File: config.mk
export PLATFORM = sky130hd
export DESIGN_NAME = trackball_motion_accumulator_unit_flat
export DESIGN_NICKNAME = d
export VERILOG_FILES = /design/src/design/trkacc_pkg.sv /design/src/design/trkacc_if.sv /design/src/design/trackball_motion_accumulator_unit.sv /design/src/design/trkacc_front.sv /design/src/design/trkacc_queue.sv /design/src/design/trkacc_back.sv /design/src/flat_wrapper.sv
export VERILOG_INCLUDE_DIRS = /design/src /design/src/design
export SDC_FILE = /design/constraint.sdc
export NUM_CORES = 2
export LEC_CHECK = 0
export BUFFER_PORTS_ARGS = -buffer_cell sky130_fd_sc_hd__buf_2
export CAP_MARGIN = 0
export CORE_MARGIN = 4
export CORE_UTILIZATION = 55
export CTS_CLUSTER_DIAMETER = 60
export DETAILED_ROUTE_END_ITERATION = 12
export MAX_ROUTING_LAYER = met4
export PLACE_DENSITY = 0.75
export SLEW_MARGIN = 0
export SYNTH_ARGS = -nofsm -noshare
export SYNTH_HDL_FRONTEND = slang
export SYNTH_HIERARCHICAL = 1
export SYNTH_SLANG_ARGS = --single-unit
export TNS_END_PERCENT = 1
File: constraint.sdc
create_clock -name clk -period 7.2 [get_ports clk]
set_input_delay 1.08 -clock clk [delete_from_list [all_inputs] [get_ports clk]]
set_output_delay 1.08 -clock clk [all_outputs]
set_load 0.01 [all_outputs]
File: src/design/assert_macros.svh
// ----------------------------------------------------------------------------
// assert_macros
// Assertion helpers shared by the design files.
// Each macro expects clk and rst_n to be visible where it is used.
// ----------------------------------------------------------------------------
`ifndef ASSERT_MACROS_SVH
`define ASSERT_MACROS_SVH

// Condition must hold at every clock edge outside reset.
`define ASSERT_ALWAYS(label, cond, msg) \
    label: assert property (@(posedge clk) disable iff (!rst_n) (cond)) else $error(msg);

// Consequent must hold at any edge where the antecedent holds.
`define ASSERT_IMPLIES(label, ante, cons, msg) \
    label: assert property (@(posedge clk) disable iff (!rst_n) (ante) |-> (cons)) \
        else $error(msg);

`endif

File: src/design/trkacc_pkg.sv
// ----------------------------------------------------------------------------
// trkacc_pkg
// Shared types, constants and helper functions for the trackball motion
// accumulator.
// ----------------------------------------------------------------------------
`default_nettype none

package trkacc_pkg;

    localparam int ACC_W      = 16;
    localparam int DELTA_W    = 9;
    localparam int PROD_W     = 30;
    localparam int SAT_W      = PROD_W + 1;
    localparam int GAIN_W     = 4;
    localparam int DEB_W      = 8;
    localparam int TIME_W     = 16;
    localparam int BYTE_W     = 8;
    localparam int REP_W      = 8;
    localparam int CFG_IDX_W  = 8;
    localparam int CFG_DATA_W = 8;
    localparam int CLICK_BIT  = 7;
    localparam int DRAIN_LIMIT = 127;
    localparam int QUEUE_DEPTH_DEF = 2;

    localparam logic [GAIN_W-1:0] GAIN_RESET     = GAIN_W'(3);
    localparam logic [DEB_W-1:0]  DEBOUNCE_RESET = DEB_W'(5);

    typedef enum logic [CFG_IDX_W-1:0] {
        REG_ACCEL_GAIN  = 8'd0,
        REG_DEBOUNCE_MS = 8'd1
    } cfg_reg_t;

    // One classified poll handed from the front to the back
    typedef struct packed {
        logic                      motion;   // read ok and switch released
        logic                      press;    // read ok and switch pressed
        logic                      scroll;
        logic signed [DELTA_W-1:0] dx;
        logic signed [DELTA_W-1:0] dy;
        logic                      click;
        logic [TIME_W-1:0]         now;
        logic                      other_nz; // buttons or horizontal wheel nonzero
    } trkacc_op_t;

    typedef struct packed {
        logic full;
        logic empty;
    } trkacc_q_status_t;

    typedef enum logic [1:0] {
        BK_IDLE,
        BK_CUBE,
        BK_GAIN,
        BK_APPLY
    } trkacc_bk_state_t;

    typedef struct packed {
        logic signed [REP_W-1:0] rep;
        logic signed [ACC_W-1:0] rem;
    } trkacc_drain_t;

    function automatic logic signed [ACC_W-1:0] sat_acc(input logic signed [SAT_W-1:0] v);
        localparam logic signed [SAT_W-1:0] MAX_S = SAT_W'(2 ** (ACC_W - 1) - 1);
        localparam logic signed [SAT_W-1:0] MIN_S = -MAX_S - SAT_W'(1);
        logic signed [ACC_W-1:0] r;
        if (v > MAX_S)
            r = ACC_W'(MAX_S);
        else if (v < MIN_S)
            r = ACC_W'(MIN_S);
        else
            r = ACC_W'(v);
        return r;
    endfunction

    function automatic trkacc_drain_t drain_acc(input logic signed [ACC_W-1:0] a);
        localparam logic signed [ACC_W-1:0] LIM = ACC_W'(DRAIN_LIMIT);
        trkacc_drain_t d;
        if (a > LIM)
        begin
            d.rep = REP_W'(LIM);
            d.rem = a - LIM;
        end
        else if (a < -LIM)
        begin
            d.rep = REP_W'(-LIM);
            d.rem = a + LIM;
        end
        else
        begin
            d.rep = REP_W'(a);
            d.rem = '0;
        end
        return d;
    endfunction

endpackage

`default_nettype wire

File: src/design/trkacc_if.sv
// ----------------------------------------------------------------------------
// trkacc interfaces
// Poll, report and configuration channels, each with valid and ready.
// ----------------------------------------------------------------------------
`default_nettype none

interface trkacc_poll_if;
    import trkacc_pkg::*;
    logic                     valid;
    logic                     ready;
    logic                     read_ok;
    logic [BYTE_W-1:0]        count_up;
    logic [BYTE_W-1:0]        count_down;
    logic [BYTE_W-1:0]        count_left;
    logic [BYTE_W-1:0]        count_right;
    logic [BYTE_W-1:0]        switch_byte;
    logic                     scroll_mode;
    logic [TIME_W-1:0]        now_ms;
    logic [BYTE_W-1:0]        buttons_in;
    logic signed [BYTE_W-1:0] wheel_h_in;

    modport source (output valid, read_ok, count_up, count_down, count_left, count_right,
                    switch_byte, scroll_mode, now_ms, buttons_in, wheel_h_in,
                    input ready);
    modport sink   (input valid, read_ok, count_up, count_down, count_left, count_right,
                    switch_byte, scroll_mode, now_ms, buttons_in, wheel_h_in,
                    output ready);
endinterface

interface trkacc_report_if;
    import trkacc_pkg::*;
    logic                    valid;
    logic                    ready;
    logic signed [REP_W-1:0] report_x;
    logic signed [REP_W-1:0] report_y;
    logic signed [REP_W-1:0] report_v;
    logic                    toggle_layer;
    logic                    send_report;

    modport source (output valid, report_x, report_y, report_v, toggle_layer, send_report,
                    input ready);
    modport sink   (input valid, report_x, report_y, report_v, toggle_layer, send_report,
                    output ready);
endinterface

interface trkacc_cfg_if;
    import trkacc_pkg::*;
    logic                  valid;
    logic                  ready;
    logic [CFG_IDX_W-1:0]  index;
    logic [CFG_DATA_W-1:0] data;

    modport source (output valid, index, data, input ready);
    modport sink   (input valid, index, data, output ready);
endinterface

`default_nettype wire

File: src/design/trackball_motion_accumulator_unit.sv
// ----------------------------------------------------------------------------
// trackball_motion_accumulator_unit
// Trackball motion accumulator. Each poll request on the poll channel yields
// exactly one report request on the report channel, in order. A poll that
// moves the pointer passes through the execution unit in steps (queue pop with
// the square, cube, gain, then accumulate and drain), using the two-lane
// multiplier that is reused for the three products; every other poll goes from
// the queue pop straight to accumulate and drain. A short queue lets polls be
// taken while the execution unit or the report register is busy. Products and
// accumulators saturate to 16 bits. Configuration writes (accel_gain at index 0,
// debounce_ms at index 1) are always taken; other indexes are ignored.
// ----------------------------------------------------------------------------
`default_nettype none
`include "assert_macros.svh"

module trackball_motion_accumulator_unit #(
    parameter int QUEUE_DEPTH = trkacc_pkg::QUEUE_DEPTH_DEF
) (
    input  wire logic         clk,
    input  wire logic         rst_n,
    trkacc_poll_if.sink       poll,
    trkacc_report_if.source   report,
    trkacc_cfg_if.sink        cfg
);
    import trkacc_pkg::*;

    logic [GAIN_W-1:0] accel_gain_reg, accel_gain_next;
    logic [DEB_W-1:0]  debounce_ms_reg, debounce_ms_next;

    logic             q_push, q_pop;
    trkacc_op_t       q_data, q_head;
    trkacc_q_status_t q_stat;
    logic             rep_in_range;

    assign cfg.ready = 1'b1;

    always_comb
    begin
        accel_gain_next  = accel_gain_reg;
        debounce_ms_next = debounce_ms_reg;
        if (cfg.valid)
        begin
            if (cfg.index == REG_ACCEL_GAIN)
                accel_gain_next = cfg.data[GAIN_W-1:0];
            else if (cfg.index == REG_DEBOUNCE_MS)
                debounce_ms_next = cfg.data[DEB_W-1:0];
        end
    end

    always_ff @(posedge clk or negedge rst_n)
    begin
        if (!rst_n)
        begin
            accel_gain_reg  <= GAIN_RESET;
            debounce_ms_reg <= DEBOUNCE_RESET;
        end
        else
        begin
            accel_gain_reg  <= accel_gain_next;
            debounce_ms_reg <= debounce_ms_next;
        end
    end

    trkacc_front u_front (
        .poll   (poll),
        .q_full (q_stat.full),
        .q_push (q_push),
        .q_data (q_data)
    );

    trkacc_queue #(
        .DEPTH (QUEUE_DEPTH)
    ) u_queue (
        .clk       (clk),
        .rst_n     (rst_n),
        .push      (q_push),
        .push_data (q_data),
        .pop       (q_pop),
        .head      (q_head),
        .status    (q_stat)
    );

    trkacc_back u_back (
        .clk         (clk),
        .rst_n       (rst_n),
        .accel_gain  (accel_gain_reg),
        .debounce_ms (debounce_ms_reg),
        .q_status    (q_stat),
        .q_head      (q_head),
        .q_pop       (q_pop),
        .report      (report)
    );

    // drained fields never reach the minimum of int8
    assign rep_in_range = (report.report_x != 8'h80) && (report.report_y != 8'h80)
                          && (report.report_v != 8'h80);

    // queue must never be written when full nor read when empty
    `ASSERT_IMPLIES(a_no_push_full, q_push, !q_stat.full, "poll queued while queue full")
    `ASSERT_IMPLIES(a_no_pop_empty, q_pop, !q_stat.empty, "queue popped while empty")
    `ASSERT_IMPLIES(a_report_range, report.valid, rep_in_range, "report field out of range")
    `ASSERT_ALWAYS(a_status_sane, !(q_stat.full && q_stat.empty), "queue both full and empty")

endmodule

`default_nettype wire

File: src/design/trkacc_front.sv
// ----------------------------------------------------------------------------
// trkacc_front
// Takes poll requests, masks failed reads, forms the signed deltas and
// classifies the poll before it enters the queue.
// ----------------------------------------------------------------------------
`default_nettype none

module trkacc_front (
    trkacc_poll_if.sink            poll,
    input  wire logic              q_full,
    output logic                   q_push,
    output trkacc_pkg::trkacc_op_t q_data
);
    import trkacc_pkg::*;

    logic [BYTE_W-1:0] sw;

    assign poll.ready = !q_full;
    assign q_push     = poll.valid && !q_full;

    // a failed read counts the switch byte as zero
    assign sw = poll.read_ok ? poll.switch_byte : '0;

    always_comb
    begin
        q_data.motion   = poll.read_ok && (sw == '0);
        q_data.press    = poll.read_ok && (sw != '0);
        q_data.scroll   = poll.scroll_mode;
        q_data.dy       = $signed({1'b0, poll.count_down}) - $signed({1'b0, poll.count_up});
        q_data.dx       = $signed({1'b0, poll.count_left}) - $signed({1'b0, poll.count_right});
        q_data.click    = sw[CLICK_BIT];
        q_data.now      = poll.now_ms;
        q_data.other_nz = (poll.buttons_in != '0) || (poll.wheel_h_in != '0);
    end

endmodule

`default_nettype wire

File: src/design/trkacc_queue.sv
// ----------------------------------------------------------------------------
// trkacc_queue
// Short first-in first-out queue of classified polls between front and back.
// ----------------------------------------------------------------------------
`default_nettype none

module trkacc_queue #(
    parameter int DEPTH = trkacc_pkg::QUEUE_DEPTH_DEF
) (
    input  wire logic                       clk,
    input  wire logic                       rst_n,
    input  wire logic                       push,
    input  wire trkacc_pkg::trkacc_op_t     push_data,
    input  wire logic                       pop,
    output trkacc_pkg::trkacc_op_t          head,
    output trkacc_pkg::trkacc_q_status_t    status
);
    import trkacc_pkg::*;

    localparam int PTR_W = (DEPTH > 1) ? $clog2(DEPTH) : 1;
    localparam int CNT_W = $clog2(DEPTH + 1);

    trkacc_op_t        entry_reg [DEPTH];
    logic [PTR_W-1:0]  wr_ptr_reg, wr_ptr_next;
    logic [PTR_W-1:0]  rd_ptr_reg, rd_ptr_next;
    logic [CNT_W-1:0]  count_reg, count_next;

    always_comb
    begin
        wr_ptr_next = wr_ptr_reg;
        rd_ptr_next = rd_ptr_reg;
        count_next  = count_reg;
        if (push)
            wr_ptr_next = (wr_ptr_reg == PTR_W'(DEPTH - 1)) ? '0 : wr_ptr_reg + 1'b1;
        if (pop)
            rd_ptr_next = (rd_ptr_reg == PTR_W'(DEPTH - 1)) ? '0 : rd_ptr_reg + 1'b1;
        if (push && !pop)
            count_next = count_reg + 1'b1;
        else if (pop && !push)
            count_next = count_reg - 1'b1;
    end

    always_ff @(posedge clk or negedge rst_n)
    begin
        if (!rst_n)
        begin
            wr_ptr_reg <= '0;
            rd_ptr_reg <= '0;
            count_reg  <= '0;
        end
        else
        begin
            wr_ptr_reg <= wr_ptr_next;
            rd_ptr_reg <= rd_ptr_next;
            count_reg  <= count_next;
        end
    end

    always_ff @(posedge clk)
    begin
        if (push)
            entry_reg[wr_ptr_reg] <= push_data;
    end

    assign head         = entry_reg[rd_ptr_reg];
    assign status.full  = (count_reg == CNT_W'(DEPTH));
    assign status.empty = (count_reg == '0);

endmodule

`default_nettype wire

File: src/design/trkacc_back.sv
// ----------------------------------------------------------------------------
// trkacc_back
// Executes one classified poll at a time: gained cube of the deltas on two
// multiplier lanes, saturating accumulation, debounce, drain and report.
// ----------------------------------------------------------------------------
`default_nettype none

module trkacc_back (
    input  wire logic                             clk,
    input  wire logic                             rst_n,
    input  wire logic [trkacc_pkg::GAIN_W-1:0]    accel_gain,
    input  wire logic [trkacc_pkg::DEB_W-1:0]     debounce_ms,
    input  wire trkacc_pkg::trkacc_q_status_t     q_status,
    input  wire trkacc_pkg::trkacc_op_t           q_head,
    output logic                                  q_pop,
    trkacc_report_if.source                       report
);
    import trkacc_pkg::*;

    trkacc_bk_state_t state_reg, state_next;
    trkacc_op_t       op_reg, op_next;

    logic signed [PROD_W-1:0]  prod_x_reg, prod_x_next;
    logic signed [PROD_W-1:0]  prod_y_reg, prod_y_next;
    logic signed [PROD_W-1:0]  mul_a_x, mul_a_y;
    logic signed [DELTA_W-1:0] mul_b_x, mul_b_y;

    logic signed [ACC_W-1:0] acc_x_reg, acc_x_next;
    logic signed [ACC_W-1:0] acc_y_reg, acc_y_next;
    logic signed [ACC_W-1:0] acc_w_reg, acc_w_next;
    logic                    deb_active_reg, deb_active_next;
    logic [TIME_W-1:0]       deb_start_reg, deb_start_next;
    logic                    click_prev_reg, click_prev_next;
    logic                    prev_active_reg, prev_active_next;

    logic                    out_valid_reg, out_valid_next;
    logic signed [REP_W-1:0] rep_x_reg, rep_y_reg, rep_v_reg;
    logic                    toggle_reg, send_reg;

    logic                    start_ptr;
    logic                    pointer_go, scroll_go, apply_fire;
    logic signed [ACC_W-1:0] acc_x_new, acc_y_new, acc_w_new;
    trkacc_drain_t           drn_x, drn_y, drn_w;
    logic                    deb_mid;
    logic [TIME_W-1:0]       elapsed;
    logic                    active;

    // pointer motion only when the switch is released, scroll mode is off and no window is open
    assign start_ptr  = q_head.motion && !q_head.scroll && !deb_active_reg;
    assign pointer_go = op_reg.motion && !op_reg.scroll && !deb_active_reg;
    assign scroll_go  = op_reg.motion && op_reg.scroll && !deb_active_reg;

    // next state
    always_comb
    begin
        state_next = state_reg;
        unique case (state_reg)
            BK_IDLE:
                if (!q_status.empty)
                    state_next = start_ptr ? BK_CUBE : BK_APPLY;
            BK_CUBE:
                state_next = BK_GAIN;
            BK_GAIN:
                state_next = BK_APPLY;
            BK_APPLY:
                if (apply_fire)
                    state_next = BK_IDLE;
            default:
                state_next = BK_IDLE;
        endcase
    end

    // state outputs: pop, multiplier operand selection, result launch
    always_comb
    begin
        q_pop      = 1'b0;
        apply_fire = 1'b0;
        mul_a_x    = prod_x_reg;
        mul_a_y    = prod_y_reg;
        mul_b_x    = op_reg.dx;
        mul_b_y    = op_reg.dy;
        unique case (state_reg)
            BK_IDLE:
            begin
                q_pop   = !q_status.empty;
                mul_a_x = PROD_W'(q_head.dx);
                mul_a_y = PROD_W'(q_head.dy);
                mul_b_x = q_head.dx;
                mul_b_y = q_head.dy;
            end
            BK_CUBE:
            begin
                mul_b_x = op_reg.dx;
                mul_b_y = op_reg.dy;
            end
            BK_GAIN:
            begin
                mul_b_x = $signed(DELTA_W'(accel_gain));
                mul_b_y = $signed(DELTA_W'(accel_gain));
            end
            BK_APPLY:
                apply_fire = !out_valid_reg || report.ready;
            default:
            begin
                q_pop = 1'b0;
            end
        endcase
    end

    // datapath
    always_comb
    begin
        op_next     = q_pop ? q_head : op_reg;
        prod_x_next = (state_reg == BK_APPLY) ? prod_x_reg : mul_a_x * mul_b_x;
        prod_y_next = (state_reg == BK_APPLY) ? prod_y_reg : mul_a_y * mul_b_y;

        acc_x_new = acc_x_reg;
        acc_y_new = acc_y_reg;
        acc_w_new = acc_w_reg;
        if (pointer_go)
        begin
            acc_x_new = sat_acc(SAT_W'(acc_x_reg) + SAT_W'(sat_acc(SAT_W'(prod_x_reg))));
            acc_y_new = sat_acc(SAT_W'(acc_y_reg) + SAT_W'(sat_acc(SAT_W'(prod_y_reg))));
        end
        if (scroll_go)
            acc_w_new = sat_acc(SAT_W'(acc_w_reg) - SAT_W'(op_reg.dy));

        // a press opens or restarts the window; expiry checked afterwards
        deb_mid        = op_reg.press ? 1'b1 : deb_active_reg;
        deb_start_next = op_reg.press ? op_reg.now : deb_start_reg;
        elapsed        = op_reg.now - deb_start_next;
        if (elapsed > TIME_W'(debounce_ms))
            deb_mid = 1'b0;

        drn_x  = drain_acc(acc_x_new);
        drn_y  = drain_acc(acc_y_new);
        drn_w  = drain_acc(acc_w_new);
        active = op_reg.other_nz || (drn_x.rep != '0) || (drn_y.rep != '0)
                 || (drn_w.rep != '0);

        if (!apply_fire)
            deb_start_next = deb_start_reg;
        acc_x_next       = apply_fire ? drn_x.rem : acc_x_reg;
        acc_y_next       = apply_fire ? drn_y.rem : acc_y_reg;
        acc_w_next       = apply_fire ? drn_w.rem : acc_w_reg;
        deb_active_next  = apply_fire ? deb_mid : deb_active_reg;
        click_prev_next  = apply_fire ? op_reg.click : click_prev_reg;
        prev_active_next = apply_fire ? active : prev_active_reg;

        if (apply_fire)
            out_valid_next = 1'b1;
        else if (report.ready)
            out_valid_next = 1'b0;
        else
            out_valid_next = out_valid_reg;
    end

    always_ff @(posedge clk or negedge rst_n)
    begin
        if (!rst_n)
        begin
            state_reg       <= BK_IDLE;
            acc_x_reg       <= '0;
            acc_y_reg       <= '0;
            acc_w_reg       <= '0;
            deb_active_reg  <= 1'b0;
            deb_start_reg   <= '0;
            click_prev_reg  <= 1'b0;
            prev_active_reg <= 1'b0;
            out_valid_reg   <= 1'b0;
        end
        else
        begin
            state_reg       <= state_next;
            acc_x_reg       <= acc_x_next;
            acc_y_reg       <= acc_y_next;
            acc_w_reg       <= acc_w_next;
            deb_active_reg  <= deb_active_next;
            deb_start_reg   <= deb_start_next;
            click_prev_reg  <= click_prev_next;
            prev_active_reg <= prev_active_next;
            out_valid_reg   <= out_valid_next;
        end
    end

    always_ff @(posedge clk)
    begin
        op_reg     <= op_next;
        prod_x_reg <= prod_x_next;
        prod_y_reg <= prod_y_next;
        if (apply_fire)
        begin
            rep_x_reg  <= drn_x.rep;
            rep_y_reg  <= drn_y.rep;
            rep_v_reg  <= drn_w.rep;
            toggle_reg <= op_reg.click && !click_prev_reg;
            send_reg   <= active || prev_active_reg;
        end
    end

    assign report.valid        = out_valid_reg;
    assign report.report_x     = rep_x_reg;
    assign report.report_y     = rep_y_reg;
    assign report.report_v     = rep_v_reg;
    assign report.toggle_layer = toggle_reg;
    assign report.send_report  = send_reg;

endmodule

`default_nettype wire
File: src/flat_wrapper.sv
// flat-port wrapper written by rule: the top's interface ports become plain ports
module trackball_motion_accumulator_unit_flat import trkacc_pkg::*;
#(
    parameter int QUEUE_DEPTH = trkacc_pkg::QUEUE_DEPTH_DEF
)
  (clk, rst_n, poll_valid, poll_read_ok, poll_count_up, poll_count_down, poll_count_left, poll_count_right, poll_switch_byte, poll_scroll_mode, poll_now_ms, poll_buttons_in, poll_wheel_h_in, poll_ready, report_valid, report_report_x, report_report_y, report_report_v, report_toggle_layer, report_send_report, report_ready, cfg_valid, cfg_index, cfg_data, cfg_ready);
  trkacc_poll_if poll_i ();
  trkacc_report_if report_i ();
  trkacc_cfg_if cfg_i ();
  input  wire logic clk;
  input  wire logic rst_n;
  input wire logic [$bits(poll_i.valid)-1:0] poll_valid;
  input wire logic [$bits(poll_i.read_ok)-1:0] poll_read_ok;
  input wire logic [$bits(poll_i.count_up)-1:0] poll_count_up;
  input wire logic [$bits(poll_i.count_down)-1:0] poll_count_down;
  input wire logic [$bits(poll_i.count_left)-1:0] poll_count_left;
  input wire logic [$bits(poll_i.count_right)-1:0] poll_count_right;
  input wire logic [$bits(poll_i.switch_byte)-1:0] poll_switch_byte;
  input wire logic [$bits(poll_i.scroll_mode)-1:0] poll_scroll_mode;
  input wire logic [$bits(poll_i.now_ms)-1:0] poll_now_ms;
  input wire logic [$bits(poll_i.buttons_in)-1:0] poll_buttons_in;
  input wire logic [$bits(poll_i.wheel_h_in)-1:0] poll_wheel_h_in;
  output wire logic [$bits(poll_i.ready)-1:0] poll_ready;
  output wire logic [$bits(report_i.valid)-1:0] report_valid;
  output wire logic [$bits(report_i.report_x)-1:0] report_report_x;
  output wire logic [$bits(report_i.report_y)-1:0] report_report_y;
  output wire logic [$bits(report_i.report_v)-1:0] report_report_v;
  output wire logic [$bits(report_i.toggle_layer)-1:0] report_toggle_layer;
  output wire logic [$bits(report_i.send_report)-1:0] report_send_report;
  input wire logic [$bits(report_i.ready)-1:0] report_ready;
  input wire logic [$bits(cfg_i.valid)-1:0] cfg_valid;
  input wire logic [$bits(cfg_i.index)-1:0] cfg_index;
  input wire logic [$bits(cfg_i.data)-1:0] cfg_data;
  output wire logic [$bits(cfg_i.ready)-1:0] cfg_ready;
  assign poll_i.valid = poll_valid;
  assign poll_i.read_ok = poll_read_ok;
  assign poll_i.count_up = poll_count_up;
  assign poll_i.count_down = poll_count_down;
  assign poll_i.count_left = poll_count_left;
  assign poll_i.count_right = poll_count_right;
  assign poll_i.switch_byte = poll_switch_byte;
  assign poll_i.scroll_mode = poll_scroll_mode;
  assign poll_i.now_ms = poll_now_ms;
  assign poll_i.buttons_in = poll_buttons_in;
  assign poll_i.wheel_h_in = poll_wheel_h_in;
  assign poll_ready = poll_i.ready;
  assign report_valid = report_i.valid;
  assign report_report_x = report_i.report_x;
  assign report_report_y = report_i.report_y;
  assign report_report_v = report_i.report_v;
  assign report_toggle_layer = report_i.toggle_layer;
  assign report_send_report = report_i.send_report;
  assign report_i.ready = report_ready;
  assign cfg_i.valid = cfg_valid;
  assign cfg_i.index = cfg_index;
  assign cfg_i.data = cfg_data;
  assign cfg_ready = cfg_i.ready;
  trackball_motion_accumulator_unit #(.QUEUE_DEPTH(QUEUE_DEPTH)) u_core (.clk(clk), .rst_n(rst_n), .poll(poll_i), .report(report_i), .cfg(cfg_i));
endmodule
Word level (Yosys, flattened, before mapping)

Memories as Yosys holds them, arrays and structs flattened.
Index checks and enable logic that the tools add are counted.

Bits in registers: 211
RAM bits: 78
Output and inout bits: 29
Memories: 1

Add/subtract/negate cells: 16
$mul: 2
$lt $le $gt $ge: 17
Equal/unequal tests: 7
Multiplexer cells: 43
Bitwise logic cells: 1
Reductions and logical operators: 44

Memories:

| memory                   | depth | bits a word | rd ports | clocked after Yosys merged registers in | write ports | RTL line           | text |
|---|---|---|---|---|---|---|---|
| u_core.u_queue.entry_reg | 2     | 39          | 1        | 0                                       | 1           | trkacc_queue.sv:23 | `trkacc_op_t entry_reg [DEPTH];` |

Operators with widths:

| kind                                                                    | number |
|---|---|
| 16-bit 2-to-1 mux                                                       | 16 |
| 24-bit 2-to-1 mux                                                       | 6 |
| 30-bit by 16-bit > comparator with 1-bit output (second input constant) | 2 |
| 30-bit by 16-bit < comparator with 1-bit output (second input constant) | 2 |
| 30-bit by 9-bit multiplier with 30-bit output                           | 2 |
| 30-bit 2-to-1 mux                                                       | 2 |
| 17-bit by 16-bit > comparator with 1-bit output (second input constant) | 3 |
| 17-bit by 16-bit < comparator with 1-bit output (second input constant) | 3 |
| 16-bit by 8-bit adder with 16-bit output (second input constant)        | 3 |
| 16-bit by 8-bit > comparator with 1-bit output (second input constant)  | 3 |
| 16-bit by 8-bit < comparator with 1-bit output (second input constant)  | 3 |
| 8-bit nonzero test                                                      | 6 |
| 16-bit by 8-bit subtractor with 16-bit output (second input constant)   | 3 |
| 9-bit case mux with 2 select lines                                      | 2 |
| 16-bit by 16-bit adder with 17-bit output                               | 2 |
| 8-bit by 8-bit subtractor with 9-bit output                             | 2 |
| 16-bit by 9-bit subtractor with 17-bit output                           | 1 |
| 16-bit by 8-bit > comparator with 1-bit output                          | 1 |
| 8-bit zero test                                                         | 2 |
| 16-bit subtractor                                                       | 1 |
| 1-bit logical AND                                                       | 12 |
| 1-bit 2-to-1 mux                                                        | 10 |
| 2-bit 2-to-1 mux                                                        | 5 |
| 1-bit zero test                                                         | 9 |
| other kinds (15)                                                        | 29 |

Logic depth before layout (Yosys ltp)

Depth after elaboration: 17
Depth in mapped cells: 32
Gate-level depth less buffers: 29

By module

Netlist, hierarchy kept.

By module, submodules not included:

| module                            | instances | cells each | area an instance (sq um) |
|---|---|---|---|
| trkacc_back                       | 1         | 3,025      | 27,271.2 |
| trkacc_queue                      | 1         | 137        | 3,012.9 |
| trkacc_front                      | 1         | 125        | 924.6 |
| trackball_motion_accumulator_unit | 1         | 30         | 526.8 |

Worst setup path before layout

Ideal clock, no wire load.

Path kind: reg2reg
Start point: reg u_core.u_back.state_reg[0]
End point: reg u_core.u_back.prod_y_reg[29], data pin
Setup time: 260 ps
Arrival time: 7,617 ps
Setup slack: -677 ps
Cell stages (with the launch flop): 33
Path buffers: 5
Period minus slack after synthesis: 7,877 ps
Cells stage by stage: dfrtp_1 -> inv_1 -> ha_1 -> clkbuf_1 -> clkbuf_1 -> clkbuf_1 -> buf_1 -> clkbuf_1 -> mux2_2 -> nand2_1 -> fa_1 -> fa_1 -> inv_1 -> ha_1 -> inv_1 -> fa_1 -> inv_1 -> ha_1 -> ha_1 -> fa_1 -> a21o_1 -> a21oi_1 -> nor2b_1 -> o21a_1 -> o311ai_0 -> a31oi_1 -> a41oi_1 -> a21oi_1 -> a41oi_1 -> a21oi_1 -> a21o_1 -> a21oi_1 -> xnor2_1

Longest elaborated chain between the ends: 3
Elaborated cells on any way between the ends: 5
Classes of those cells: mul (1); eq/ne (1); mux (2); reduce/logical (1)

Ends and longest elaborated chain:

| element                                                                        | RTL line           | text |
|---|---|---|
| start, declared                                                                | trkacc_back.sv:20  | `trkacc_bk_state_t state_reg, state_next;` |
| start signal, assigned                                                         | trkacc_back.sv:174 | `state_reg <= state_next;` |
| 2-bit == test / 2-bit zero test (equally long branches)                        | trkacc_back.sv:82  | `unique case (state_reg)` |
| 9-bit case mux with 2 select lines / 30-bit 2-to-1 mux (equally long branches) | trkacc_back.sv:82  |  |
| 30-bit by 9-bit multiplier with 30-bit output *                                | trkacc_back.sv:115 | `prod_y_next = (state_reg == BK_APPLY) ? prod_y_reg : mul_a_y * mul_b_y;` |
| end signal, assigned                                                           | trkacc_back.sv:190 | `prod_y_reg <= prod_y_next;` |
| end, declared                                                                  | trkacc_back.sv:24  | `logic signed [PROD_W-1:0] prod_y_reg, prod_y_next;` |

Mark *: on every way between the ends. The rest lies on a longest branch, timed or not.
A chain may end at the register's enable or synchronous reset.

Worst setup path after layout

Start point: reg u_core.u_back.state_reg[1]
End point: reg u_core.u_back.prod_y_reg[28], data pin

The elaborated chain is that of the path after synthesis.

==> flow_metrics.env <==
export IMPL_rsz0062_at_grt="true"
export IMPL_cp_required_ns=7.49
export IMPL_period_needed_ns=7.01
export IMPL_ios=124
export IMPL_synth_edf_count=203
export IMPL_grt_max_degree=62
export IMPL_finalHoldViolCount=0
export IMPL_syn_to_final_growth_pct=11.6
export IMPL_fillers=4736
export IMPL_fin_skew_ns=0.0229
export IMPL_port_buffers=122
export IMPL_largest_reg_flops=78
export IMPL_wl_mm=82.5
export IMPL_ant_nets=0
export IMPL_cp_data_arrival_time_ns=7.30
export IMPL_cts_buffers=39
export IMPL_h_tree_depth=2
export IMPL_crit_buf_inv=6
export IMPL_drive_gt1_frac=0.148
export IMPL_drv_cap=0
export IMPL_synth_cell_area_um2=31700
export IMPL_grtUsageTotal=0.278
export IMPL_core_um2=56700
export IMPL_clock_sinks=289
export IMPL_fin_cells=4279
export IMPL_avgRoutedWirePerCell_um=19.3
export IMPL_drv_slew=0
export IMPL_setup_viol=0
export IMPL_rows=87
export IMPL_crit_path_end_kind="flop"
export IMPL_drt_iter0_drc=2020
export IMPL_path_clk_slew_ns=0.06
export IMPL_yosysTopAreaCell="fa_1"
export IMPL_die_h_um=248
export IMPL_yosys_top_cells_count="nand2_1, inv_1, fa_1, nor2_1, ha_1"
export IMPL_clockRootBuffer="clkbuf_16"
export IMPL_grt_pass1_wl_mm=133
export IMPL_cts_buffer_depth=3
export IMPL_ys_top_cells_by_area="fa_1, edfxtp_1, ha_1"
export IMPL_gp_congestion=0.974
export IMPL_setup_ws_ns=0.191
export IMPL_antenna_found_initial=0
export IMPL_diodes=0
export IMPL_critPathMaxFanout=10
export IMPL_grt_pass1_vias=24800
export IMPL_synth_fp_nets=3968
export IMPL_nNetsFinal=4143
export IMPL_ys_ff_latch=289
export IMPL_die_w_um=248
export IMPL_yosys_most_used_dff="edfxtp_1"
export IMPL_start_util=0.560
export IMPL_fin_crit_sh=0.973
export IMPL_status="finished, final reports clean"
export IMPL_dr_pass1_iters=6
export IMPL_drc=0
export IMPL_ys_async_sr_fraction=0.298
export IMPL_vias=25000
export IMPL_tightestPinTransition_ns=1.12
export IMPL_cpMaxStageDelayCell="fa_1"
export IMPL_grt_ovfl_total=0
export IMPL_yosysTopAreaCellShare=0.213
export IMPL_via_per_inst=5.83
export IMPL_cpPeakStageDelay_ns=0.57
export IMPL_max_freq_mhz=143
export IMPL_clock_latency_ns=0.56
export IMPL_syn_avg_cell_area_um2=9.57
export IMPL_cpLargestDelayFamily="adder cells"
export IMPL_seq_area_frac_synth=0.260
export IMPL_worst_path_most_repeated_cell="fa_1"
export IMPL_slew_headroom=0.253
export IMPL_synth_cells=3317
export IMPL_fin_tns_setup_ns=0
export IMPL_dieArea_um2=61600
export IMPL_ys_warn_count=6
export IMPL_final_core_util=0.624
export IMPL_synth_distinct_cells=120
export IMPL_cts_tree="yes"
export IMPL_pre_cts_ws_ns=-0.0861
export IMPL_cp_start_kind="flop"
export IMPL_yosysMostFrequentCell="nand2_1"
export IMPL_crit_type="reg2reg"
export IMPL_place_inst=4203
export IMPL_dp_hpwl_mm=64.9
export IMPL_postCtsHoldBufs=0
export IMPL_min_path_type="in2async"
metrics by stage:
stage          hold slack [ns]  cell area, µm²
6_report                 0.438           35400
5_1_grt                  0.456           35400
4_1_cts                  0.433           35200
3_5_place_dp             0.463           33900
3_3_place_gp             0.446           33900
2_1_floorplan            0.432           31800
area by class of cell:
class	count	area, µm²	share of cell area
Multi-Input combinational cell	2524	21700	0.612
Sequential cell	289	8260	0.233
Timing Repair Buffer	272	1820	0.0514
Inverter	366	1380	0.0389
Clock buffer	49	1060	0.0301
Tap cell	756	946	0.0267
Clock inverter	23	269	0.00760
cells by family after synthesis:
group | count (synthesis) | share of synthesized area
AOI/OAI and AO/OA | 651 | 0.146
xor gates and xnor gates | 155 | 0.0428
adders and majority gates | 559 | 0.300
buffers and inverters | 504 | 0.0636
DFF | 289 | 0.260
muxes | 101 | 0.0345
other | 1 | 0.000118
and+or+nand+nor | 1057 | 0.152
path summary, 6_finish.rpt:
check / start / endpoint / slack [ns] / depth (start not counted)
hold / removal: rst_n / u_core/u_back/acc_w_reg[14] / 0.44 / 1
max in group asynchronous: rst_n / u_core/u_queue/rd_ptr_reg / 5.55 / 2
setup reg to reg: u_core/u_back/state_reg[1] / u_core/u_back/prod_y_reg[28] / 0.19 / 26
hold reg to reg: u_core/u_back/op_reg[17] / u_core/u_back/click_prev_reg / 0.46 / 2
setup / recovery: u_core/u_back/state_reg[1] / u_core/u_back/prod_y_reg[28] / 0.19 / 26
min in group clk: u_core/u_back/op_reg[17] / u_core/u_back/click_prev_reg / 0.46 / 2
cell usage in the layout, fill, tap and decap left out, drive strengths merged, types with 28 or more instances in the layout:
master	synthesis	routed
nand2	427	427
inv	365	367
fa	338	338
nor2	320	320
buf	47	271
ha	218	218
edfxtp	203	203
a21oi	155	155
xnor2	105	105
o21ai	101	101
a21o	85	85
dfrtp	82	82
mux2	67	67
xor2	50	50
nor3	50	50
clkbuf	91	50
o21a	44	44
nand3	41	41
mux2i	34	34
a211oi	31	31
nand2b	28	28
and2	28	28
metal layers:
metal | track usage | wire [µm] | share of wire
met3 | 0.0481 | 6290 | 0.076
met2 | 0.433 | 38300 | 0.46
met5 | - | 0 | 0
met1 | 0.384 | 35800 | 0.43
met4 | 0.0680 | 2120 | 0.026
worst reg2reg max path, cell delays in order, from the launching register on:
cell,delay (ns)
dfrtp_2,0.44
inv_1,0.13
ha_4,0.21
buf_6,0.17
buf_4,0.17
a22oi_1,0.10
or2_2,0.30
fa_1,0.51
fa_1,0.51
inv_1,0.07
fa_1,0.51
fa_1,0.57
fa_1,0.42
ha_1,0.32
buf_4,0.12
a21oi_1,0.06
nor2b_1,0.17
o22a_1,0.22
a41o_1,0.23
o41ai_2,0.07
buf_4,0.16
o211a_1,0.25
a2111o_1,0.49
a31oi_4,0.19
a21o_1,0.16
a21oi_2,0.07
xnor2_1,0.12
timing repair:
action,CTS,global route
buffers inserted,0,3
pin swaps,0,6
setup endpoints to repair,2,8
gates cloned,0,1
gates resized for setup,4,30
Power is left out: the tool's default activity adds up to more than one toggle a clock period on the data nets, which glitch-free logic cannot reach.
